==> src/hw/rtl/piecewise_linear_interp_table_top_macros.svh <==
// Assertion macros for the interpolation table block.
// Used by piecewise_linear_interp_table_top; expects clk_i and rst_ni in scope.
`ifndef PIECEWISE_LINEAR_INTERP_TABLE_TOP_MACROS_SVH
`define PIECEWISE_LINEAR_INTERP_TABLE_TOP_MACROS_SVH

// Same-cycle implication, checked outside reset.
`define PLIT_ASSERT_NOW(lbl, ante, cons) \
  lbl: assert property (@(posedge clk_i) disable iff (!rst_ni) (ante) |-> (cons)) \
    else $error("plit assertion failed");

// Next-cycle implication, checked outside reset.
`define PLIT_ASSERT_NEXT(lbl, ante, cons) \
  lbl: assert property (@(posedge clk_i) disable iff (!rst_ni) (ante) |=> (cons)) \
    else $error("plit assertion failed");

`endif

==> src/hw/rtl/plit_pkg.sv <==
// Package for the piecewise linear interpolation table.
// Widths, table entry type, opcodes and sequencer states; no dependencies.
package plit_pkg;

  localparam int TABLE_DEPTH = 32;
  localparam int IDX_W       = $clog2(TABLE_DEPTH);
  localparam int CNT_W       = $clog2(TABLE_DEPTH + 1);

  localparam int CFG_W   = 6;
  localparam int SLOT_W  = 5;
  localparam int DIST_W  = 16;
  localparam int SPEED_W = 14;
  localparam int ANGLE_W = 13;

  // Weighted sums stay below 2^30 in magnitude; quotients fit in QUO_W bits.
  localparam int ACC_W = 31;
  localparam int MAG_W = 30;
  localparam int QUO_W = 14;
  localparam int MUL_A_W = 16;
  localparam int MUL_B_W = DIST_W + 1;
  localparam int STEP_W  = 4;

  localparam logic OPC_WRITE  = 1'b0;
  localparam logic OPC_LOOKUP = 1'b1;

  typedef struct packed {
    logic [DIST_W-1:0]         distance;
    logic [SPEED_W-1:0]        speed;
    logic signed [ANGLE_W-1:0] angle;
  } entry_t;

  typedef enum logic [3:0] {
    ST_IDLE = 4'b0001,
    ST_SCAN = 4'b0010,
    ST_MUL  = 4'b0100,
    ST_DIV  = 4'b1000
  } state_e;

endpackage

==> src/hw/rtl/piecewise_linear_interp_table_top.sv <==
// Piecewise linear interpolation table: breakpoint memory, scan, interpolation.
// Depends on plit_pkg and piecewise_linear_interp_table_top_macros.svh.
//
// Usage:
//   Command channel: a word is taken at a clock edge with start high and busy
//   low. opcode 0 stores one breakpoint into the table in that same edge and
//   leaves busy low. opcode 1 looks up query_distance and raises busy unless
//   fewer than two entries are in use. Config channel: cfg_data_i loads
//   entries_in_use when cfg_valid_i is high; cfg_ready_o is always high. Load it only while busy is low.
//   Result: one word per lookup, on the result ports for a single cycle with
//   result_valid_o high. The receiver cannot stall; it must take it then.
//   Lookup: the breakpoint memory is read once per cycle while the pairs are
//   scanned. A hit then runs the shared multiplier, a setup step that loads
//   the divider and the bit-serial divider before the strobe; a miss or a
//   zero-width pair ends right after the scan, and fewer than two entries
//   give a miss strobe in the cycle after accept.
//   Reset clears the sequencer and entries_in_use; the table contents are
//   undefined until written.
`include "piecewise_linear_interp_table_top_macros.svh"

module piecewise_linear_interp_table_top (
  input  logic                                 clk_i,
  input  logic                                 rst_ni,
  input  logic                                 start,
  output logic                                 busy,
  input  logic                                 opcode_i,
  input  logic [plit_pkg::SLOT_W-1:0]          entry_index_i,
  input  logic [plit_pkg::DIST_W-1:0]          entry_distance_i,
  input  logic [plit_pkg::SPEED_W-1:0]         entry_speed_i,
  input  logic signed [plit_pkg::ANGLE_W-1:0]  entry_angle_i,
  input  logic [plit_pkg::DIST_W-1:0]          query_distance_i,
  input  logic                                 cfg_valid_i,
  output logic                                 cfg_ready_o,
  input  logic [plit_pkg::CFG_W-1:0]           cfg_data_i,
  output logic                                 result_valid_o,
  output logic                                 found_o,
  output logic [plit_pkg::SPEED_W-1:0]         speed_out_o,
  output logic signed [plit_pkg::ANGLE_W-1:0]  angle_out_o,
  output logic [plit_pkg::DIST_W-1:0]          lower_distance_o,
  output logic [plit_pkg::DIST_W-1:0]          upper_distance_o
);

  // One restoring divide step: shift in the next dividend bit, subtract if it fits.
  function automatic logic [plit_pkg::DIST_W+plit_pkg::QUO_W-1:0] div_step(
    input logic [plit_pkg::DIST_W-1:0] rem,
    input logic [plit_pkg::QUO_W-1:0]  dq,
    input logic [plit_pkg::DIST_W-1:0] den
  );
    logic [plit_pkg::DIST_W:0]   trial;
    logic                        ge;
    logic [plit_pkg::DIST_W-1:0] rem_n;
    trial = {rem, dq[plit_pkg::QUO_W-1]};
    ge    = (trial >= {1'b0, den});
    rem_n = ge ? plit_pkg::DIST_W'(trial - {1'b0, den}) : trial[plit_pkg::DIST_W-1:0];
    return {rem_n, dq[plit_pkg::QUO_W-2:0], ge};
  endfunction

  // Breakpoint memory
  plit_pkg::entry_t                    mem_q [plit_pkg::TABLE_DEPTH];
  plit_pkg::entry_t                    rdata_q;
  logic [plit_pkg::IDX_W-1:0]          rd_addr;
  logic                                mem_we;
  plit_pkg::entry_t                    wdata;

  // Sequencer state
  plit_pkg::state_e                    state_q, state_d;
  logic [plit_pkg::CNT_W-1:0]          cnt_q, cnt_d;
  logic [plit_pkg::CNT_W-1:0]          n_q, n_d;
  logic                                have_q, have_d;
  logic [plit_pkg::STEP_W-1:0]         step_q, step_d;
  logic [plit_pkg::CFG_W-1:0]          entries_q, entries_d;
  logic                                res_valid_q, res_valid_d;

  // Datapath
  logic [plit_pkg::DIST_W-1:0]         query_q, query_d;
  plit_pkg::entry_t                    prev_q, prev_d;
  plit_pkg::entry_t                    lo_q, lo_d;
  plit_pkg::entry_t                    hi_q, hi_d;
  logic [plit_pkg::DIST_W-1:0]         den_q, den_d;
  logic [plit_pkg::DIST_W-1:0]         num_q, num_d;
  logic signed [plit_pkg::ACC_W-1:0]   prod_q, prod_d;
  logic signed [plit_pkg::ACC_W-1:0]   acc_s_q, acc_s_d;
  logic signed [plit_pkg::ACC_W-1:0]   acc_a_q, acc_a_d;
  logic [plit_pkg::DIST_W-1:0]         rem_s_q, rem_s_d, rem_a_q, rem_a_d;
  logic [plit_pkg::QUO_W-1:0]          dq_s_q, dq_s_d, dq_a_q, dq_a_d;
  logic                                neg_q, neg_d;

  // Result word
  logic                                found_q, found_d;
  logic [plit_pkg::SPEED_W-1:0]        speed_q, speed_d;
  logic signed [plit_pkg::ANGLE_W-1:0] angle_q, angle_d;
  logic [plit_pkg::DIST_W-1:0]         lo_dist_q, lo_dist_d;
  logic [plit_pkg::DIST_W-1:0]         hi_dist_q, hi_dist_d;

  // Combinational helpers
  logic                                cmd_acc;
  logic [plit_pkg::CNT_W-1:0]          n_sat;
  logic signed [plit_pkg::MUL_A_W-1:0] mul_a;
  logic signed [plit_pkg::MUL_B_W-1:0] mul_b;
  logic signed [plit_pkg::MUL_A_W+plit_pkg::MUL_B_W-1:0] mul_p;
  logic [plit_pkg::ACC_W-1:0]          abs_a;
  logic [plit_pkg::MAG_W-1:0]          mag_s, mag_a;
  logic [plit_pkg::DIST_W+plit_pkg::QUO_W-1:0] step_s, step_a;
  logic [plit_pkg::QUO_W:0]            neg_quo;

  assign busy        = (state_q != plit_pkg::ST_IDLE);
  assign cmd_acc     = start && !busy;
  assign cfg_ready_o = 1'b1;

  assign n_sat = (32'(entries_q) > plit_pkg::TABLE_DEPTH) ?
                 plit_pkg::CNT_W'(plit_pkg::TABLE_DEPTH) : plit_pkg::CNT_W'(entries_q);

  assign mem_we = cmd_acc && (opcode_i == plit_pkg::OPC_WRITE) &&
                  (32'(entry_index_i) < plit_pkg::TABLE_DEPTH);
  assign wdata  = '{distance: entry_distance_i, speed: entry_speed_i,
                    angle: entry_angle_i};
  assign rd_addr = (state_q == plit_pkg::ST_IDLE) ? '0 : plit_pkg::IDX_W'(cnt_q);

  always_ff @(posedge clk_i) begin
    if (mem_we) begin
      mem_q[plit_pkg::IDX_W'(entry_index_i)] <= wdata;
    end
    rdata_q <= mem_q[rd_addr];
  end

  // Shared multiplier: speed lo*(den-num), speed hi*num, angle lo*(den-num), angle hi*num
  always_comb begin
    case (step_q[1:0])
      2'd0: begin
        mul_a = signed'({2'b00, lo_q.speed});
        mul_b = signed'({1'b0, plit_pkg::DIST_W'(den_q - num_q)});
      end
      2'd1: begin
        mul_a = signed'({2'b00, hi_q.speed});
        mul_b = signed'({1'b0, num_q});
      end
      2'd2: begin
        mul_a = plit_pkg::MUL_A_W'(lo_q.angle);
        mul_b = signed'({1'b0, plit_pkg::DIST_W'(den_q - num_q)});
      end
      default: begin
        mul_a = plit_pkg::MUL_A_W'(hi_q.angle);
        mul_b = signed'({1'b0, num_q});
      end
    endcase
    mul_p = mul_a * mul_b;
  end

  assign abs_a  = acc_a_q[plit_pkg::ACC_W-1] ? plit_pkg::ACC_W'(-acc_a_q) : acc_a_q;
  assign mag_s  = acc_s_q[plit_pkg::MAG_W-1:0];
  assign mag_a  = abs_a[plit_pkg::MAG_W-1:0];
  assign step_s = div_step(rem_s_q, dq_s_q, den_q);
  assign step_a = div_step(rem_a_q, dq_a_q, den_q);
  assign neg_quo = (plit_pkg::QUO_W+1)'(-{1'b0, step_a[plit_pkg::QUO_W-1:0]});

  always_comb begin
    state_d     = state_q;
    cnt_d       = cnt_q;
    n_d         = n_q;
    have_d      = have_q;
    step_d      = step_q;
    entries_d   = entries_q;
    res_valid_d = 1'b0;
    query_d     = query_q;
    prev_d      = prev_q;
    lo_d        = lo_q;
    hi_d        = hi_q;
    den_d       = den_q;
    num_d       = num_q;
    prod_d      = prod_q;
    acc_s_d     = acc_s_q;
    acc_a_d     = acc_a_q;
    rem_s_d     = rem_s_q;
    rem_a_d     = rem_a_q;
    dq_s_d      = dq_s_q;
    dq_a_d      = dq_a_q;
    neg_d       = neg_q;
    found_d     = found_q;
    speed_d     = speed_q;
    angle_d     = angle_q;
    lo_dist_d   = lo_dist_q;
    hi_dist_d   = hi_dist_q;

    if (cfg_valid_i) begin
      entries_d = cfg_data_i;
    end

    unique case (state_q)
      plit_pkg::ST_IDLE: begin
        if (cmd_acc && (opcode_i == plit_pkg::OPC_LOOKUP)) begin
          query_d = query_distance_i;
          n_d     = n_sat;
          if (n_sat < plit_pkg::CNT_W'(2)) begin
            res_valid_d = 1'b1;
            found_d     = 1'b0;
            speed_d     = '0;
            angle_d     = '0;
            lo_dist_d   = '0;
            hi_dist_d   = '0;
          end else begin
            state_d = plit_pkg::ST_SCAN;
            cnt_d   = plit_pkg::CNT_W'(1);
            have_d  = 1'b0;
          end
        end
      end

      // rdata_q holds entry cnt_q-1, prev_q holds entry cnt_q-2
      plit_pkg::ST_SCAN: begin
        if (!have_q) begin
          prev_d = rdata_q;
          have_d = 1'b1;
          cnt_d  = cnt_q + plit_pkg::CNT_W'(1);
        end else if (query_q >= prev_q.distance && query_q <= rdata_q.distance) begin
          lo_d  = prev_q;
          hi_d  = rdata_q;
          den_d = rdata_q.distance - prev_q.distance;
          num_d = query_q - prev_q.distance;
          if (rdata_q.distance == prev_q.distance) begin
            state_d     = plit_pkg::ST_IDLE;
            res_valid_d = 1'b1;
            found_d     = 1'b1;
            speed_d     = prev_q.speed;
            angle_d     = prev_q.angle;
            lo_dist_d   = prev_q.distance;
            hi_dist_d   = rdata_q.distance;
          end else begin
            state_d = plit_pkg::ST_MUL;
            step_d  = '0;
            acc_s_d = '0;
            acc_a_d = '0;
          end
        end else if (cnt_q == n_q) begin
          state_d     = plit_pkg::ST_IDLE;
          res_valid_d = 1'b1;
          found_d     = 1'b0;
          speed_d     = '0;
          angle_d     = '0;
          lo_dist_d   = '0;
          hi_dist_d   = '0;
        end else begin
          prev_d = rdata_q;
          cnt_d  = cnt_q + plit_pkg::CNT_W'(1);
        end
      end

      // steps 0-3 multiply, 1-4 accumulate the previous product, 5 loads the divider
      plit_pkg::ST_MUL: begin
        prod_d = plit_pkg::ACC_W'(mul_p);
        if (step_q == plit_pkg::STEP_W'(1) || step_q == plit_pkg::STEP_W'(2)) begin
          acc_s_d = acc_s_q + prod_q;
        end else if (step_q == plit_pkg::STEP_W'(3) || step_q == plit_pkg::STEP_W'(4)) begin
          acc_a_d = acc_a_q + prod_q;
        end
        step_d = step_q + plit_pkg::STEP_W'(1);
        if (step_q == plit_pkg::STEP_W'(5)) begin
          // quotient < 2^QUO_W, so the top bits are already below den
          rem_s_d = mag_s[plit_pkg::MAG_W-1:plit_pkg::QUO_W];
          dq_s_d  = mag_s[plit_pkg::QUO_W-1:0];
          rem_a_d = mag_a[plit_pkg::MAG_W-1:plit_pkg::QUO_W];
          dq_a_d  = mag_a[plit_pkg::QUO_W-1:0];
          neg_d   = acc_a_q[plit_pkg::ACC_W-1];
          step_d  = '0;
          state_d = plit_pkg::ST_DIV;
        end
      end

      plit_pkg::ST_DIV: begin
        rem_s_d = step_s[plit_pkg::DIST_W+plit_pkg::QUO_W-1:plit_pkg::QUO_W];
        dq_s_d  = step_s[plit_pkg::QUO_W-1:0];
        rem_a_d = step_a[plit_pkg::DIST_W+plit_pkg::QUO_W-1:plit_pkg::QUO_W];
        dq_a_d  = step_a[plit_pkg::QUO_W-1:0];
        step_d  = step_q + plit_pkg::STEP_W'(1);
        if (step_q == plit_pkg::STEP_W'(plit_pkg::QUO_W - 1)) begin
          state_d     = plit_pkg::ST_IDLE;
          res_valid_d = 1'b1;
          found_d     = 1'b1;
          speed_d     = step_s[plit_pkg::SPEED_W-1:0];
          angle_d     = neg_q ? signed'(neg_quo[plit_pkg::ANGLE_W-1:0]) :
                                signed'(step_a[plit_pkg::ANGLE_W-1:0]);
          lo_dist_d   = lo_q.distance;
          hi_dist_d   = hi_q.distance;
        end
      end

      default: begin
        state_d = plit_pkg::ST_IDLE;
      end
    endcase
  end

  always_ff @(posedge clk_i or negedge rst_ni) begin
    if (!rst_ni) begin
      state_q     <= plit_pkg::ST_IDLE;
      cnt_q       <= '0;
      n_q         <= '0;
      have_q      <= 1'b0;
      step_q      <= '0;
      entries_q   <= '0;
      res_valid_q <= 1'b0;
    end else begin
      state_q     <= state_d;
      cnt_q       <= cnt_d;
      n_q         <= n_d;
      have_q      <= have_d;
      step_q      <= step_d;
      entries_q   <= entries_d;
      res_valid_q <= res_valid_d;
    end
  end

  always_ff @(posedge clk_i) begin
    query_q   <= query_d;
    prev_q    <= prev_d;
    lo_q      <= lo_d;
    hi_q      <= hi_d;
    den_q     <= den_d;
    num_q     <= num_d;
    prod_q    <= prod_d;
    acc_s_q   <= acc_s_d;
    acc_a_q   <= acc_a_d;
    rem_s_q   <= rem_s_d;
    rem_a_q   <= rem_a_d;
    dq_s_q    <= dq_s_d;
    dq_a_q    <= dq_a_d;
    neg_q     <= neg_d;
    found_q   <= found_d;
    speed_q   <= speed_d;
    angle_q   <= angle_d;
    lo_dist_q <= lo_dist_d;
    hi_dist_q <= hi_dist_d;
  end

  assign result_valid_o   = res_valid_q;
  assign found_o          = found_q;
  assign speed_out_o      = speed_q;
  assign angle_out_o      = angle_q;
  assign lower_distance_o = lo_dist_q;
  assign upper_distance_o = hi_dist_q;

  // every result word leaves the sequencer back in idle
  `PLIT_ASSERT_NOW(a_strobe_idle, result_valid_o, !busy)
  `PLIT_ASSERT_NOW(a_miss_zero, result_valid_o && !found_o,
    speed_out_o == '0 && angle_out_o == '0 && lower_distance_o == '0 &&
    upper_distance_o == '0)
  `PLIT_ASSERT_NOW(a_hit_ordered, result_valid_o && found_o,
    lower_distance_o <= upper_distance_o)
  `PLIT_ASSERT_NOW(a_scan_bounds, state_q == plit_pkg::ST_SCAN,
    cnt_q <= n_q && n_q >= plit_pkg::CNT_W'(2))
  `PLIT_ASSERT_NEXT(a_lookup_busy,
    start && !busy && opcode_i == plit_pkg::OPC_LOOKUP && n_sat >= plit_pkg::CNT_W'(2),
    busy)

endmodule
==> config.mk <==
export PLATFORM = sky130hd
export DESIGN_NAME = piecewise_linear_interp_table_top
export DESIGN_NICKNAME = d
export VERILOG_FILES = /design/src/hw/rtl/plit_pkg.sv /design/src/hw/rtl/piecewise_linear_interp_table_top.sv
export VERILOG_INCLUDE_DIRS = /design/src /design/src/hw/rtl
export SDC_FILE = /design/constraint.sdc
export NUM_CORES = 2
export LEC_CHECK = 0
export BUFFER_PORTS_ARGS = -buffer_cell sky130_fd_sc_hd__clkbuf_2
export CORE_ASPECT_RATIO = 1.5
export CORE_UTILIZATION = 50
export CTS_CLUSTER_SIZE = 20
export DETAILED_ROUTE_END_ITERATION = 8
export HOLD_SLACK_MARGIN = 0.02
export PLACE_DENSITY = 0.64
export SYNTH_ARGS = -nofsm -noshare
export SYNTH_HDL_FRONTEND = slang
export SYNTH_SLANG_ARGS = --single-unit
==> constraint.sdc <==
create_clock -name clk_i -period 14 [get_ports clk_i]
set_input_delay 0 -clock clk_i [delete_from_list [all_inputs] [get_ports clk_i]]
set_output_delay 0 -clock clk_i [all_outputs]
set_load 0.02 [all_outputs]
==> metrics.txt <==
# TYPE chip_impl_metric gauge
chip_impl_metric{name="max_cap_violation_count",unit=""} 0
chip_impl_metric{name="worst_ep_arrival_time",unit="ps"} 9390
chip_impl_metric{name="grt_max_degree",unit=""} 171
chip_impl_metric{name="synth_enable_flop_cells",unit=""} 1766
chip_impl_metric{name="postCtsSetupRepairBufs",unit=""} 0
chip_impl_metric{name="post_synthesis_sequential_area_ratio",unit="%"} 62.23
chip_impl_metric{name="finalClockSkew",unit="ps"} 77.54
chip_impl_info{name="cts_tree",value="built"} 1
chip_impl_metric{name="hold_viol",unit=""} 0
chip_impl_info{name="synth_top_cells_by_area",value="sky130_fd_sc_hd__edfxtp_1, sky130_fd_sc_hd__fa_1, sky130_fd_sc_hd__ha_1"} 1
chip_impl_metric{name="timing.final.max_slew_violations",unit=""} 0
chip_impl_metric{name="die_area",unit="um2"} 177200
chip_impl_metric{name="floorplan.core_area",unit="um2"} 173600
chip_impl_metric{name="drive_gt1_share",unit="%"} 11.86
chip_impl_metric{name="grt_use_total",unit="%"} 27.53
chip_impl_metric{name="insertion_delay",unit="ps"} 850
chip_impl_metric{name="flow.area_growth_from_synthesis",unit="%"} 11.48
chip_impl_metric{name="num_vias",unit=""} 55645
chip_impl_info{name="synth_cell_count_leaders",value="sky130_fd_sc_hd__edfxtp_1, sky130_fd_sc_hd__nand2_1, sky130_fd_sc_hd__nor2_1"} 1
chip_impl_metric{name="post_synth_num_cell_types",unit=""} 78
chip_impl_info{name="cpMostUsedCell",value="sky130_fd_sc_hd__fa_1"} 1
chip_impl_metric{name="cts.clk_slew.worst_paths",unit="ps"} 60
chip_impl_metric{name="route.detailed.wl_per_inst",unit="um"} 26.00
chip_impl_metric{name="syn-mean-instance-area",unit="um2"} 12.96
chip_impl_metric{name="detail_route.wirelength",unit="mm"} 244.0
chip_impl_metric{name="cts.sink_count",unit=""} 1837
chip_impl_metric{name="drt_iter0_drc",unit=""} 4687
chip_impl_metric{name="io_buffers",unit=""} 136
chip_impl_metric{name="htree_num_levels",unit=""} 4
chip_impl_metric{name="period_minus_slack",unit="ps"} 8838
chip_impl_metric{name="setup_viol",unit=""} 0
chip_impl_metric{name="min_period_over_period",unit="%"} 63.13
chip_impl_metric{name="synth_seq_cells",unit=""} 1837
chip_impl_metric{name="die_y_extent",unit="um"} 515.0
chip_impl_metric{name="floorplan.die.width",unit="um"} 344.0
chip_impl_metric{name="global_route_overflow",unit=""} 0
chip_impl_metric{name="postCtsHoldBufs",unit=""} 106
chip_impl_metric{name="first_global_vias",unit=""} 55962
chip_impl_metric{name="crit_path_max_fanout",unit=""} 32
chip_impl_metric{name="detail_placement_hpwl",unit="mm"} 149.2
chip_impl_metric{name="numCtsBuffers",unit=""} 169
chip_impl_metric{name="achievable-frequency",unit="MHz"} 113.2
chip_impl_info{name="kind_of_end_point_of_the_critical_path",value="register"} 1
chip_impl_metric{name="cts-resized-gates",unit=""} 0
chip_impl_metric{name="critPathRequiredTime",unit="ps"} 14550
chip_impl_info{name="dominantRegCellSynth",value="sky130_fd_sc_hd__edfxtp_1"} 1
chip_impl_info{name="rsz0062_at_grt",value="no"} 1
chip_impl_metric{name="syn-cell-area",unit="um2"} 87730
chip_impl_metric{name="grt_first_pass_wirelength",unit="mm"} 356.6
chip_impl_info{name="highest_delay_cell_along_the_critical_path",value="sky130_fd_sc_hd__fa_1"} 1
chip_impl_metric{name="max_slew_margin",unit="%"} 17.65
chip_impl_metric{name="yosys_warnings",unit=""} 0
chip_impl_metric{name="routed_via_density",unit=""} 5.931
chip_impl_metric{name="setup-tns-final",unit="ps"} 0
chip_impl_info{name="start_kind",value="register"} 1
chip_impl_metric{name="antenna_found_initial",unit=""} 21
chip_impl_info{name="crit_type",value="register to register"} 1
chip_impl_metric{name="synth_cells",unit=""} 6770
chip_impl_metric{name="gp_congestion",unit=""} 0.9128
chip_impl_metric{name="critical_path.max_stage_delay",unit="ps"} 550
chip_impl_metric{name="drt_first_pass_iters",unit=""} 6
chip_impl_metric{name="std_cell_rows",unit=""} 187
chip_impl_info{name="most_used_standard_cell_by_instance_count_after_synthesis",value="sky130_fd_sc_hd__edfxtp_1"} 1
chip_impl_metric{name="layout.filler_cells",unit=""} 13988
chip_impl_metric{name="worstMarginPinSlew",unit="ps"} 1219
chip_impl_info{name="yosysTopAreaCell",value="sky130_fd_sc_hd__edfxtp_1"} 1
chip_impl_metric{name="cts-root-to-sink-buffers",unit=""} 3
chip_impl_metric{name="route.detailed.drc",unit=""} 0
chip_impl_info{name="min_path_type",value="input port to register"} 1
chip_impl_metric{name="syn-num-nets",unit=""} 7317
chip_impl_info{name="outcome",value="finished, final reports clean"} 1
chip_impl_metric{name="route.antenna.remaining_nets",unit=""} 0
chip_impl_metric{name="num_io_pins",unit=""} 138
chip_impl_metric{name="synth_top_area_share",unit="%"} 60.44
chip_impl_info{name="clk_root_buffer_cell",value="sky130_fd_sc_hd__clkbuf_16"} 1
chip_impl_metric{name="initial_utilization",unit="%"} 50.54
chip_impl_metric{name="layout.nets",unit=""} 7514
chip_impl_metric{name="fraction_of_registers_with_async_set_reset",unit="%"} 1.524
==> cells in the final DEF (no fill, tap or decap), types with 136 or more instances in the layout <==
cell type                   count
sky130_fd_sc_hd__a31oi_1      193
sky130_fd_sc_hd__a21oi_1      164
sky130_fd_sc_hd__ha_1         271
sky130_fd_sc_hd__fa_1         201
sky130_fd_sc_hd__mux2_2       182
sky130_fd_sc_hd__mux2i_1      196
sky130_fd_sc_hd__edfxtp_1    1766
sky130_fd_sc_hd__nand3_1      228
sky130_fd_sc_hd__nor2_1       652
sky130_fd_sc_hd__clkbuf_2     136
sky130_fd_sc_hd__clkbuf_16    169
sky130_fd_sc_hd__o21ai_0      345
sky130_fd_sc_hd__nand2_1      753
sky130_fd_sc_hd__inv_1        366
==> cells by family after synthesis <==
logic type / count (synthesis) / synth area share [%]
AO/OA/AOI/OAI: 1089 / 7.720
multiplexers: 467 / 6.817
XOR/XNOR: 164 / 1.637
buffers and inverters: 704 / 3.062
AND/OR/NAND/NOR: 2036 / 10.08
other: 1 / 0.004274
flip-flops: 1837 / 62.23
adder cells (fa/ha/maj): 472 / 8.451
==> path summary, 6_finish.rpt <==
kind                               startpoint                  endpoint  slack [ps]  depth (start not counted)
hold / removal               entry_index_i[1]    mem_q[0][31]$_DFFE_PP_          70                          3
hold reg to reg            rdata_q[5]$_DFF_P_       prev_q[5]$_DFFE_PP_         400                          0
setup / recovery           den_q[0]$_DFFE_PP_      prod_q[30]$_DFFE_PP_        5160                         34
setup reg to reg           den_q[0]$_DFFE_PP_      prod_q[30]$_DFFE_PP_        5160                         34
min in group asynchronous              rst_ni  entries_q[2]$_DFFE_PN0P_         370                          4
max in group asynchronous              rst_ni      cnt_q[0]$_DFFE_PN0P_       13380                          4
==> state kept, by name (all words and copies together) (netlist names), 30 cells and up <==
register	count
hi_q	43
acc_s_q	30
prev_q	43
mem_q	1376
rdata_q	43
acc_a_q	31
lo_q	43
prod_q	31
==> cell type report <==
cell class / count / area [um2] / area share (%)
Multi-Input combinational cell: 4229 / 30820 / 31.51
Antenna cell: 7 / 17.52 / 0.01791
Clock buffer: 207 / 4412 / 4.511
Clock inverter: 104 / 1015 / 1.038
Tap cell: 2268 / 2838 / 2.901
Inverter: 371 / 1400 / 1.432
Timing Repair Buffer: 359 / 2705 / 2.766
Sequential cell: 1837 / 54600 / 55.83
==> critical path: cells and delay by family, from the launching register on <==
family	cells	cell delay, ps
compound gates	10	2190
buf+inv	7	600
fa+ha+maj	9	3990
simple gates	6	1050
flops	1	390
xor+xnor	2	310
==> layer usage <==
layer	global-route usage, %	vias up	wire (um)
li1	-	25005	-
met1	33.22	28201	92180
met2	48.09	1877	125300
met3	3.422	548	13320
met4	14.18	14	13100
met5	0	-	100
==> metrics by stage <==
stage	hold WS [ps]	util, %	setup slack (ps)	std cells	cell area [um2]
final	72.03	56.34	5162	9382	97800
after global routing	59.77	56.33	4723	9380	97800
after global placement	130.4	52.58	5325	8958	91290
after CTS	24.92	56.33	5169	9375	97790
after detailed placement	134.8	52.58	5241	8958	91290
after floorplan	-295.6	-	6041	6770	87730
Power is left out: the tool's default activity adds up to more than one toggle a clock period on the data nets, which glitch-free logic cannot reach.
